$ cat src/design/sle_pkg.sv
// Shared types and constants for the sequential list engine.
// Depends on nothing; used by sle_cell and sequential_list_engine.
`default_nettype none
package sle_pkg;

  localparam int unsigned CAPACITY_DEF = 128;
  localparam int unsigned POS_W        = 8;
  localparam int unsigned VAL_W        = 32;

  typedef enum logic [1:0] {
    CMD_INSERT = 2'd0,
    CMD_DELETE = 2'd1,
    CMD_SEARCH = 2'd2,
    CMD_GET    = 2'd3
  } cmd_t;

  // Operation broadcast to every cell while a transfer is at work.
  typedef struct packed {
    cmd_t              cmd;
    logic              en;
    logic [POS_W-1:0]  pos;
    logic [VAL_W-1:0]  value;
  } ctl_t;

  // Wave handed from one cell to the next.
  typedef struct packed {
    logic              valid;
    logic              hit;
    logic [POS_W-1:0]  hitpos;
    logic [VAL_W-1:0]  carry;
  } wave_t;

endpackage
`default_nettype wire

$ cat src/design/sle_cell.sv
// One list slot: holds an entry and acts on the wave as it passes.
// Depends on sle_pkg.
`default_nettype none
module sle_cell #(
  parameter int unsigned CW  = 8,
  parameter int unsigned IDX = 0
) (
  input  wire logic              clk,
  input  wire logic              rst_n,
  input  wire sle_pkg::ctl_t     ctl,
  input  wire logic [CW-1:0]     cnt,
  input  wire sle_pkg::wave_t    w_in,
  input  wire logic [sle_pkg::VAL_W-1:0] nbr,
  output sle_pkg::wave_t         w_out,
  output logic [sle_pkg::VAL_W-1:0] entry
);

  localparam int unsigned IW = (CW > sle_pkg::POS_W) ? CW : sle_pkg::POS_W;
  localparam logic [IW-1:0] IDX1 = IW'(IDX + 1);

  logic [sle_pkg::VAL_W-1:0] entry_r, entry_nxt;
  sle_pkg::wave_t            wave_r, wave_nxt;
  logic [IW-1:0]             pos_ext, cnt_ext;

  assign pos_ext = IW'(ctl.pos);
  assign cnt_ext = IW'(cnt);

  always_comb begin
    entry_nxt = entry_r;
    wave_nxt  = w_in;
    if (w_in.valid && ctl.en) begin
      unique case (ctl.cmd)
        sle_pkg::CMD_INSERT: begin
          if (IDX1 >= pos_ext) begin
            entry_nxt      = w_in.carry;
            wave_nxt.carry = entry_r;
          end
        end
        sle_pkg::CMD_DELETE: begin
          if (IDX1 >= pos_ext) begin
            entry_nxt = nbr;
          end
        end
        sle_pkg::CMD_SEARCH: begin
          if (!w_in.hit && (IDX1 <= cnt_ext) && (entry_r == ctl.value)) begin
            wave_nxt.hit    = 1'b1;
            wave_nxt.hitpos = sle_pkg::POS_W'(IDX + 1);
          end
        end
        sle_pkg::CMD_GET: begin
          if (IDX1 == pos_ext) begin
            wave_nxt.carry = entry_r;
          end
        end
        default: ;
      endcase
    end
  end

  always_ff @(posedge clk) begin
    entry_r <= entry_nxt;
    if (!rst_n) begin
      wave_r <= '0;
    end else begin
      wave_r <= wave_nxt;
    end
  end

  assign w_out = wave_r;
  assign entry = entry_r;

endmodule
`default_nettype wire

$ cat config.mk
export PLATFORM = sky130hd
export DESIGN_NAME = sle_cell
export DESIGN_NICKNAME = d
export VERILOG_FILES = /design/src/design/sle_pkg.sv /design/src/design/sle_cell.sv
export SDC_FILE = /design/constraint.sdc
export NUM_CORES = 1
export LEC_CHECK = 0
export ABC_AREA = 1
export BUFFER_PORTS_ARGS = -buffer_cell sky130_fd_sc_hd__buf_2
export CORE_MARGIN = 2
export CORE_UTILIZATION = 44
export DETAILED_ROUTE_END_ITERATION = 12
export PLACE_DENSITY_LB_ADDON = 0.15
export SETUP_SLACK_MARGIN = 0.1
export SKIP_CTS_REPAIR_TIMING = 1
export SLEW_MARGIN = 20
export SYNTH_ARGS = -nofsm -noshare
export SYNTH_HDL_FRONTEND = slang
export SYNTH_SLANG_ARGS = --single-unit
$ cat constraint.sdc
create_clock -name clk -period 3.8 [get_ports clk]
set_input_delay 0.38 -clock clk [delete_from_list [all_inputs] [get_ports clk]]
set_output_delay 0.38 -clock clk [all_outputs]
set_load 0.05 [all_outputs]
==> impl_metrics.ini, run 1 <==
[final_layout]
layout_common_cells = buf_2, nand2_1, dfxtp_1, a21oi_1
nets = 670
diodes = 0
drive_above_1_share = 0.472
area_delta_synth_final_pct = 37.8
finalNonFillerCells = 646
nFillCells = 696
layout_commonest_cell = buf_2

[worst_setup_path]
r2r_end = w_out[39]
reg2reg_slack_ps = 2250
cp.depth = 7
slowest_delay_ps = 610
cp_slowest_cell = nor2_4
worst_ep_arrival_time_ps = 2110
cp-end-kind = flop
crit-reg2reg-launch = entry[22]
path_cells = buf_2 > inv_1 > ha_1 > or2_4 > nor2_4 > nand3_1 > a21oi_1
endpoint = w_out[27]
rr_worst_depth = 8
path_delay_family = simple AND/OR/NAND/NOR gates
crit_required_ps = 4070
cp-start-kind = primary input
cp-startpoint = ctl[41]
critical_path_class = primary input to flop
path_max_fanout = 32
crit_buf_inv = 2

[route]
wl_met1_um = 3770
routed.top_layer = met4
wl_met3_um = 748
wl_per_cell_um = 14.6
ant_nets = 0
route.met2.wl_um = 4760
via_per_inst = 4.82
drt_pre_antenna_iters = 4
drc = 0
via_count = 3114
drt_iter0_markers = 116
wl_um = 9420

[synthesis]
synth-seq-cells = 74
synth_mux_area_frac = 0.106
synth-compound-area-share = 0.0602
synth_xor_area_frac = 0.0720
seq_area_frac_synth = 0.529
synthFlopType = dfxtp_1
yosysUniqueCellTypes = 23
syn_area_per_cell_um2 = 9.93
synthSimpleGateAreaFrac = 0.169
netlist_instances = 343
ys_warn_count = 0
synthArstFlopShare = 0
netlist_area_mm2 = 0.00341
synth_nets = 474
synth_edf_count = 32
synth_top_family_by_area = simple AND/OR/NAND/NOR gates
synth_fa_ha_area_frac = 0.0147

[sta]
setup_violations = 0
finalSetupTns_ps = 0
slew_viol_final = 0
fmax_mhz = 545
slew_headroom = 0.374
finalHoldViolCount = 0
fin_skew_ps = 13.4
max_slew.worst_pin.slew_ps = 935
period_share = 0.483
period_needed_ps = 1840
rsz0062_at_grt = no

[power_and_ir_drop]
swShare = 0.257
pwr-share-clk = 0.382
p_per_area_mw_per_mm2 = 402
p_leak_nw = 2.22
ir_worst_vdd_mv = 0.195
p_seq_frac = 0.457
p_sw_w = 0.000486
internal_power_w = 0.00140
p_comb_frac = 0.162

[cts]
htree_num_levels = 3
cts_made_buffers = 9
clk_pin_slew_worst_paths_ps = 80
cts_tree = built
clk-insertion-delay-late_ps = 350
cts_sinks = 74
cts-root-buf = clkbuf_8
clockBufferDepth = 2

[grt]
first_global_vias = 3065
antenna_found_initial = 0
grt_start_max_net_pins = 42
grt_pass1_wl_um = 14800
track_usage = 0.226
gr-total-overflow = 0

[run_status]
run_status = finished clean

[floorplanning]
rows = 32
start_util = 0.448
die_w_um = 92.0
die-area_mm2 = 0.00846
coreArea_mm2 = 0.00761
num_io_pins = 201
die_h_um = 92.0

[worst_hold_path]
min_path_type = primary input to flop

[placement]
dp_cells = 630
place.port_buffers = 200
place_congestion = 0.800
dp_hpwl_um = 6710

[flow_run]
maxCapViolations = 0
## kinds of logic (layout without fill, tap and decap cells)
| group | Yosys count | after routing |
|---|---|---|
| flip-flops | 74 | 74 |
| AO/OA/AOI/OAI | 38 | 38 |
| AND/OR/NAND/NOR | 134 | 134 |
| multiplexers | 32 | 32 |
| XOR/XNOR | 28 | 28 |
| adder cells (fa/ha/maj) | 4 | 4 |
| buffers and inverters | 33 | 234 |
## synthesized netlist by cell type, types with 3 or more instances
master	count	share of area
xnor2_1	28	0.072
ha_1	4	0.015
buf_6	3	0.0099
clkbuf_1	5	0.0055
nor2_1	25	0.028
buf_4	4	0.0088
nand2_1	68	0.075
nand3_1	32	0.047
buf_2	6	0.0088
nand4_1	4	0.0073
edfxtp_1	32	0.28
a21oi_1	35	0.051
dfxtp_1	42	0.25
inv_1	15	0.017
mux2_2	32	0.11
## state kept, by name, summed over array words and instances, names as in the netlist
name   flops
w_out     42
entry     32
## worst register-to-register path: stages, from the launching register on
cell and delay, ps:
edfxtp_1 430, xnor2_1 170, nand2_1 100, nor2_1 90, nand2_1 50, nor2_1 170, nand3_2 240, nand2_1 120
nor2_1 50
## power by group through the flow
stage	registers, W	logic (W)	clock network (W)
after floorplan	0.000975	0.0000979	0
after global placement	0.000881	0.000301	0
after detailed placement	0.000881	0.000307	0
after CTS	0.000863	0.000308	0.000730
after global routing	0.000864	0.000329	0.000760
final	0.000863	0.000305	0.000721
## per-stage QoR
| step | power, W | setup WS (ps) | cell area (µm²) | hold slack [ps] | util |
|---|---|---|---|---|---|
| after floorplan | 0.00107 | 938 | 3410 | 473 | - |
| after global placement | 0.00118 | 1650 | 4460 | 595 | 0.586 |
| after detailed placement | 0.00119 | 1600 | 4460 | 604 | 0.586 |
| after CTS | 0.00190 | 1950 | 4690 | 237 | 0.617 |
| after global routing | 0.00195 | 1820 | 4690 | 237 | 0.617 |
| final | 0.00189 | 1960 | 4690 | 249 | 0.617 |
## how the worst min path moves through the flow
stage               startpoint         to  depth (start not counted)
global route          w_in[35]  w_out[35]                          3
CTS                   w_in[38]  w_out[38]                          3
global placement      w_in[37]  w_out[37]                          3
detailed placement    w_in[38]  w_out[38]                          3
finish                w_in[38]  w_out[38]                          3
floorplan             w_in[41]  w_out[41]                          2
## layer usage
layer,GRT usage,vias up
met5,0,-
met4,0.0784,0
met3,0.0477,11
met2,0.403,142
met1,0.269,1417
li1,-,1544
## final cells by class
| cell class | instances | area, µm² | area share |
|---|---|---|---|
| flip-flops and latches | 74 | 1800 | 0.384 |
| multi-input cells | 236 | 1450 | 0.308 |
| repair buffers | 203 | 1020 | 0.218 |
| clock buffers | 12 | 166 | 0.0355 |
| well taps | 102 | 128 | 0.0272 |
| clock inverters | 4 | 71.3 | 0.0152 |
| inverters | 15 | 56.3 | 0.0120 |
Note: power is estimated with default switching activity, not from simulation.
==> inputs of run 2 (changes only) <==
Clock period 3.8 ns to 1.8 ns, I/O delays scaled along.
==> impl_metrics.ini, run 2 (synthesized netlist as in run 1, its figures left out) <==
[run_status]
run_status = finished clean

[grt]
track_usage = 0.223
gr-total-overflow = 0
antenna_found_initial = 0
grt_start_max_net_pins = 42
first_global_vias = 3124
grt_pass1_wl_um = 14600

[cts]
clockBufferDepth = 2
clk-insertion-delay-late_ps = 340
cts_made_buffers = 9
htree_num_levels = 3
clk_pin_slew_worst_paths_ps = 80
cts-root-buf = clkbuf_8
cts_tree = built
cts_sinks = 74

[placement]
dp_hpwl_um = 6930
place.port_buffers = 200
place_congestion = 0.750

[floorplanning]
coreArea_mm2 = 0.00761
rows = 32
die_w_um = 92.0
num_io_pins = 201
start_util = 0.448
die-area_mm2 = 0.00846
die_h_um = 92.0

[worst_setup_path]
cp_slowest_cell = edfxtp_1
worst_ep_arrival_time_ps = 1720
cpMostUsedCell = nand2_1
slowest_delay_ps = 430
path_cells = inv_1 > nand2_1 > nand2_1 > nand2_1 > nor2_1 > nand2_1 > nor2_1 > nand3_4 > nand2_1 > nor2_1
crit_buf_inv = 1
cp-start-kind = flop
critical_path_class = flop to flop
path_delay_family = simple AND/OR/NAND/NOR gates
cp-end-kind = flop
path_max_fanout = 9
crit_required_ps = 2020

[final_layout]
layout_commonest_cell = buf_2
layout_common_cells = buf_2, nand2_1, dfxtp_1, a21oi_1
nFillCells = 676
largest_register_ffs = 42
diodes = 0
area_delta_synth_final_pct = 40.5
nets = 677
drive_above_1_share = 0.483

[power_and_ir_drop]
p_comb_frac = 0.168
p_per_area_mw_per_mm2 = 812
swShare = 0.259
p_sw_w = 0.00101
ir_worst_vdd_mv = 0.485
p_leak_nw = 2.25
finalPower_w = 0.00389
internal_power_w = 0.00288
p_seq_frac = 0.468
pwr-share-clk = 0.363

[sta]
rsz0062_at_grt = no
max_slew.worst_pin.slew_ps = 894
fin_skew_ps = 7.16
slew_headroom = 0.402
setup_violations = 0
slew_viol_final = 0
finalSetupTns_ps = 0
holdWs_ps = 41.8
period_needed_ps = 1500
period_share = 0.831
fmax_mhz = 668
finalHoldViolCount = 0

[route]
wl_per_cell_um = 14.1
via_count = 3106
wl_um = 9210
drt_pre_antenna_iters = 4
drt_iter0_markers = 99
ant_nets = 0
drc = 0
via_per_inst = 4.76

[flow_run]
maxCapViolations = 0

[worst_hold_path]
min_path_type = primary input to flop
-- run 2: through the flow --
step	area (µm²)	util	setup WS, ps	cells
floorplan	3440	-	99.9	343
global placement	4560	0.600	125	637
detailed placement	4560	0.600	33.7	637
CTS	4780	0.628	244	653
global route	4790	0.629	101	653
finish	4790	0.629	304	653
-- run 2: worst reg2reg max path, cell delays in order (launching register included) --
cell      delay [ps]
edfxtp_1         430
inv_1             70
nand2_1           50
nand2_1           50
nand2_1           60
nor2_1           170
nand2_1           70
nor2_1           200
nand3_4          170
nand2_1          100
nor2_1            40
-- run 2: path summary, 6_finish.rpt --
| check | start | to | slack [ps] | cells past startpoint |
|---|---|---|---|---|
| max reg2reg | entry[27] | w_out[38] | 300 | 10 |
| min | rst_n | w_out[41] | 40 | 3 |
| max | entry[27] | w_out[38] | 300 | 10 |
| min reg2reg | entry[29] | w_out[29] | 630 | 2 |
-- run 2: power groups by stage --
| stage | Combinational (W) | Clock (W) | Sequential, W |
|---|---|---|---|
| floorplan | 0.000211 | 0 | 0.00206 |
| global placement | 0.000646 | 0 | 0.00186 |
| detailed placement | 0.000658 | 0 | 0.00186 |
| CTS | 0.000659 | 0.00144 | 0.00182 |
| global route | 0.000708 | 0.00150 | 0.00183 |
| finish | 0.000655 | 0.00141 | 0.00182 |
-- run 2: routing by layer --
layer	share of wire	vias up	track usage
met5	0	-	0
met3	0.084	11	0.0567
met2	0.50	139	0.395
met1	0.40	1399	0.258
met4	0.014	0	0.0883
li1	-	1557	-
-- run 2: cell type report --
class / instances / area, µm² / area share
clock buffer: 11 / 141 / 0.0295
clock inverter: 5 / 77.6 / 0.0162
inverter: 15 / 56.3 / 0.0118
multi-input combinational: 236 / 1470 / 0.307
sequential: 74 / 1800 / 0.376
tap: 102 / 128 / 0.0267
timing repair buffer: 210 / 1110 / 0.233
==> inputs of run 3 (changes only) <==
Settings changed: CORE_UTILIZATION 44 to 39.
Clock period 1.8 ns to 1.24 ns, I/O delays scaled along.
==> impl_metrics.ini, run 3 (synthesized netlist as in run 1, its figures left out) <==
[run_status]
run_status = finished, violations left
violations = negative hold slack, negative setup slack

[sta]
period_needed_ps = 1480
fin_ws_ps = -237
finalHoldViolCount = 3
fin_skew_ps = 8.61
slew_headroom = 0.819
fmax_mhz = 677
slew_viol_final = 0
period_share = 1.19
holdWs_ps = -8.08
rsz0062_at_grt = yes
max_slew.worst_pin.slew_ps = 271
setup_violations = 9

[floorplanning]
num_io_pins = 201
rows = 34
die_w_um = 97.5
start_util = 0.396
coreArea_mm2 = 0.00859
die_h_um = 97.5
die-area_mm2 = 0.00950

[final_layout]
largest_register_ffs = 42
layout_common_cells = buf_2, nand2_1, dfxtp_1, buf_6, edfxtp_1
layout_commonest_cell = buf_2
register_area_mm2 = 0.00180
nets = 734
multiInputGateArea_mm2 = 0.00178
finalNonFillerCells = 716
design_area_mm2 = 0.00611
area_delta_synth_final_pct = 79.3
diodes = 0
nFillCells = 656
drive_above_1_share = 0.582

[worst_setup_path]
worst_ep_arrival_time_ps = 1720
critical_path_class = flop to flop
crit-reg2reg-launch = entry[3]
cp-end-kind = flop
crit_required_ps = 1480
cp-startpoint = entry[3]
reg2reg_slack_ps = -240
path_max_fanout = 5
cp-start-kind = flop
r2r_end = w_out[38]
rr_worst_depth = 10

[flow_run]
maxCapViolations = 0

[placement]
place_congestion = 0.785
dp_cells = 681
dp_hpwl_um = 7860
placed_area_mm2 = 0.00506
place.port_buffers = 200

[cts]
cts_sinks = 74
cts_tree = built
htree_num_levels = 3
cts-root-buf = clkbuf_8
cts_made_buffers = 9
clk_pin_slew_worst_paths_ps = 80
clockBufferDepth = 2
clk-insertion-delay-late_ps = 350

[route]
via_per_inst = 4.73
via_count = 3386
wl_per_cell_um = 15.9
drt_pre_antenna_iters = 5
drc = 0
wl_um = 11400
ant_nets = 0
drt_iter0_markers = 99

[grt]
grt_pass1_wl_um = 16000
first_global_vias = 3282
grt_start_max_net_pins = 23
antenna_found_initial = 0
gr-total-overflow = 0
track_usage = 0.215

[worst_hold_path]
whs_path_depth = 3
hold_path.startpoint = w_in[37]
min_path_type = primary input to flop
hold_end = w_out[37]

[power_and_ir_drop]
finalPower_w = 0.00626
p_per_area_mw_per_mm2 = 1030
p_leak_nw = 2.83
ir_worst_vdd_mv = 0.702
-- run 3: cell types whose count changed in the layout (fill, tap and decap cells not counted), sizes merged --
cell / delta
bufinv: +2
dlygate4sd3: +5
buf: +49
nand3: +1
-- run 3: metal layers --
metal / GRT usage / part of all wire
met1: 0.266 / 0.40
met2: 0.367 / 0.52
met3: 0.0647 / 0.073
met4: 0.0566 / 0.0088
met5: 0 / 0
-- run 3: metrics by stage --
step                      setup WS, ps   util  TNS, ps
after floorplan                   -400      -   -15240
after global placement            -318  0.589   -20600
after detailed placement          -350  0.589   -23130
after CTS                         -291  0.620    -3100
after global routing              -373  0.711    -3280
final                             -237  0.711    -1950
-- run 3: where the power goes --
part / internal, W / switching (W) / total (W)
clock: 0.00154 / 0.000946 / 0.00249
combinational: 0.000496 / 0.000634 / 0.00113
sequential: 0.00262 / 0.0000217 / 0.00265
total: 0.00466 / 0.00160 / 0.00626
-- run 3: final cells by class --
cell class,count,area share
repair buffers,266,0.337
flip-flops and latches,74,0.295
multi-input cells,237,0.291
clock inverters,7,0.0231
well taps,108,0.0221
clock buffers,9,0.0203
inverters,15,0.0117
-- run 3: worst max-delay path, stage by stage (launching register included) --
cell and delay (ps):
edfxtp_1 440, inv_1 80, nand2_1 50, nand2_1 60, nand2_1 50, nor2_1 140, nand2_2 100, nor2_4 190
nand3_4 130, nand2_1 90, nor2_1 40
-- run 3: worst max-delay path by stage --
stage	end	cells after the start
finish	w_out[38]	10
global route	w_out[36]	10
CTS	w_out[36]	8
detailed placement	w_out[33]	10
global placement	w_out[39]	10
floorplan	entry[0]	6
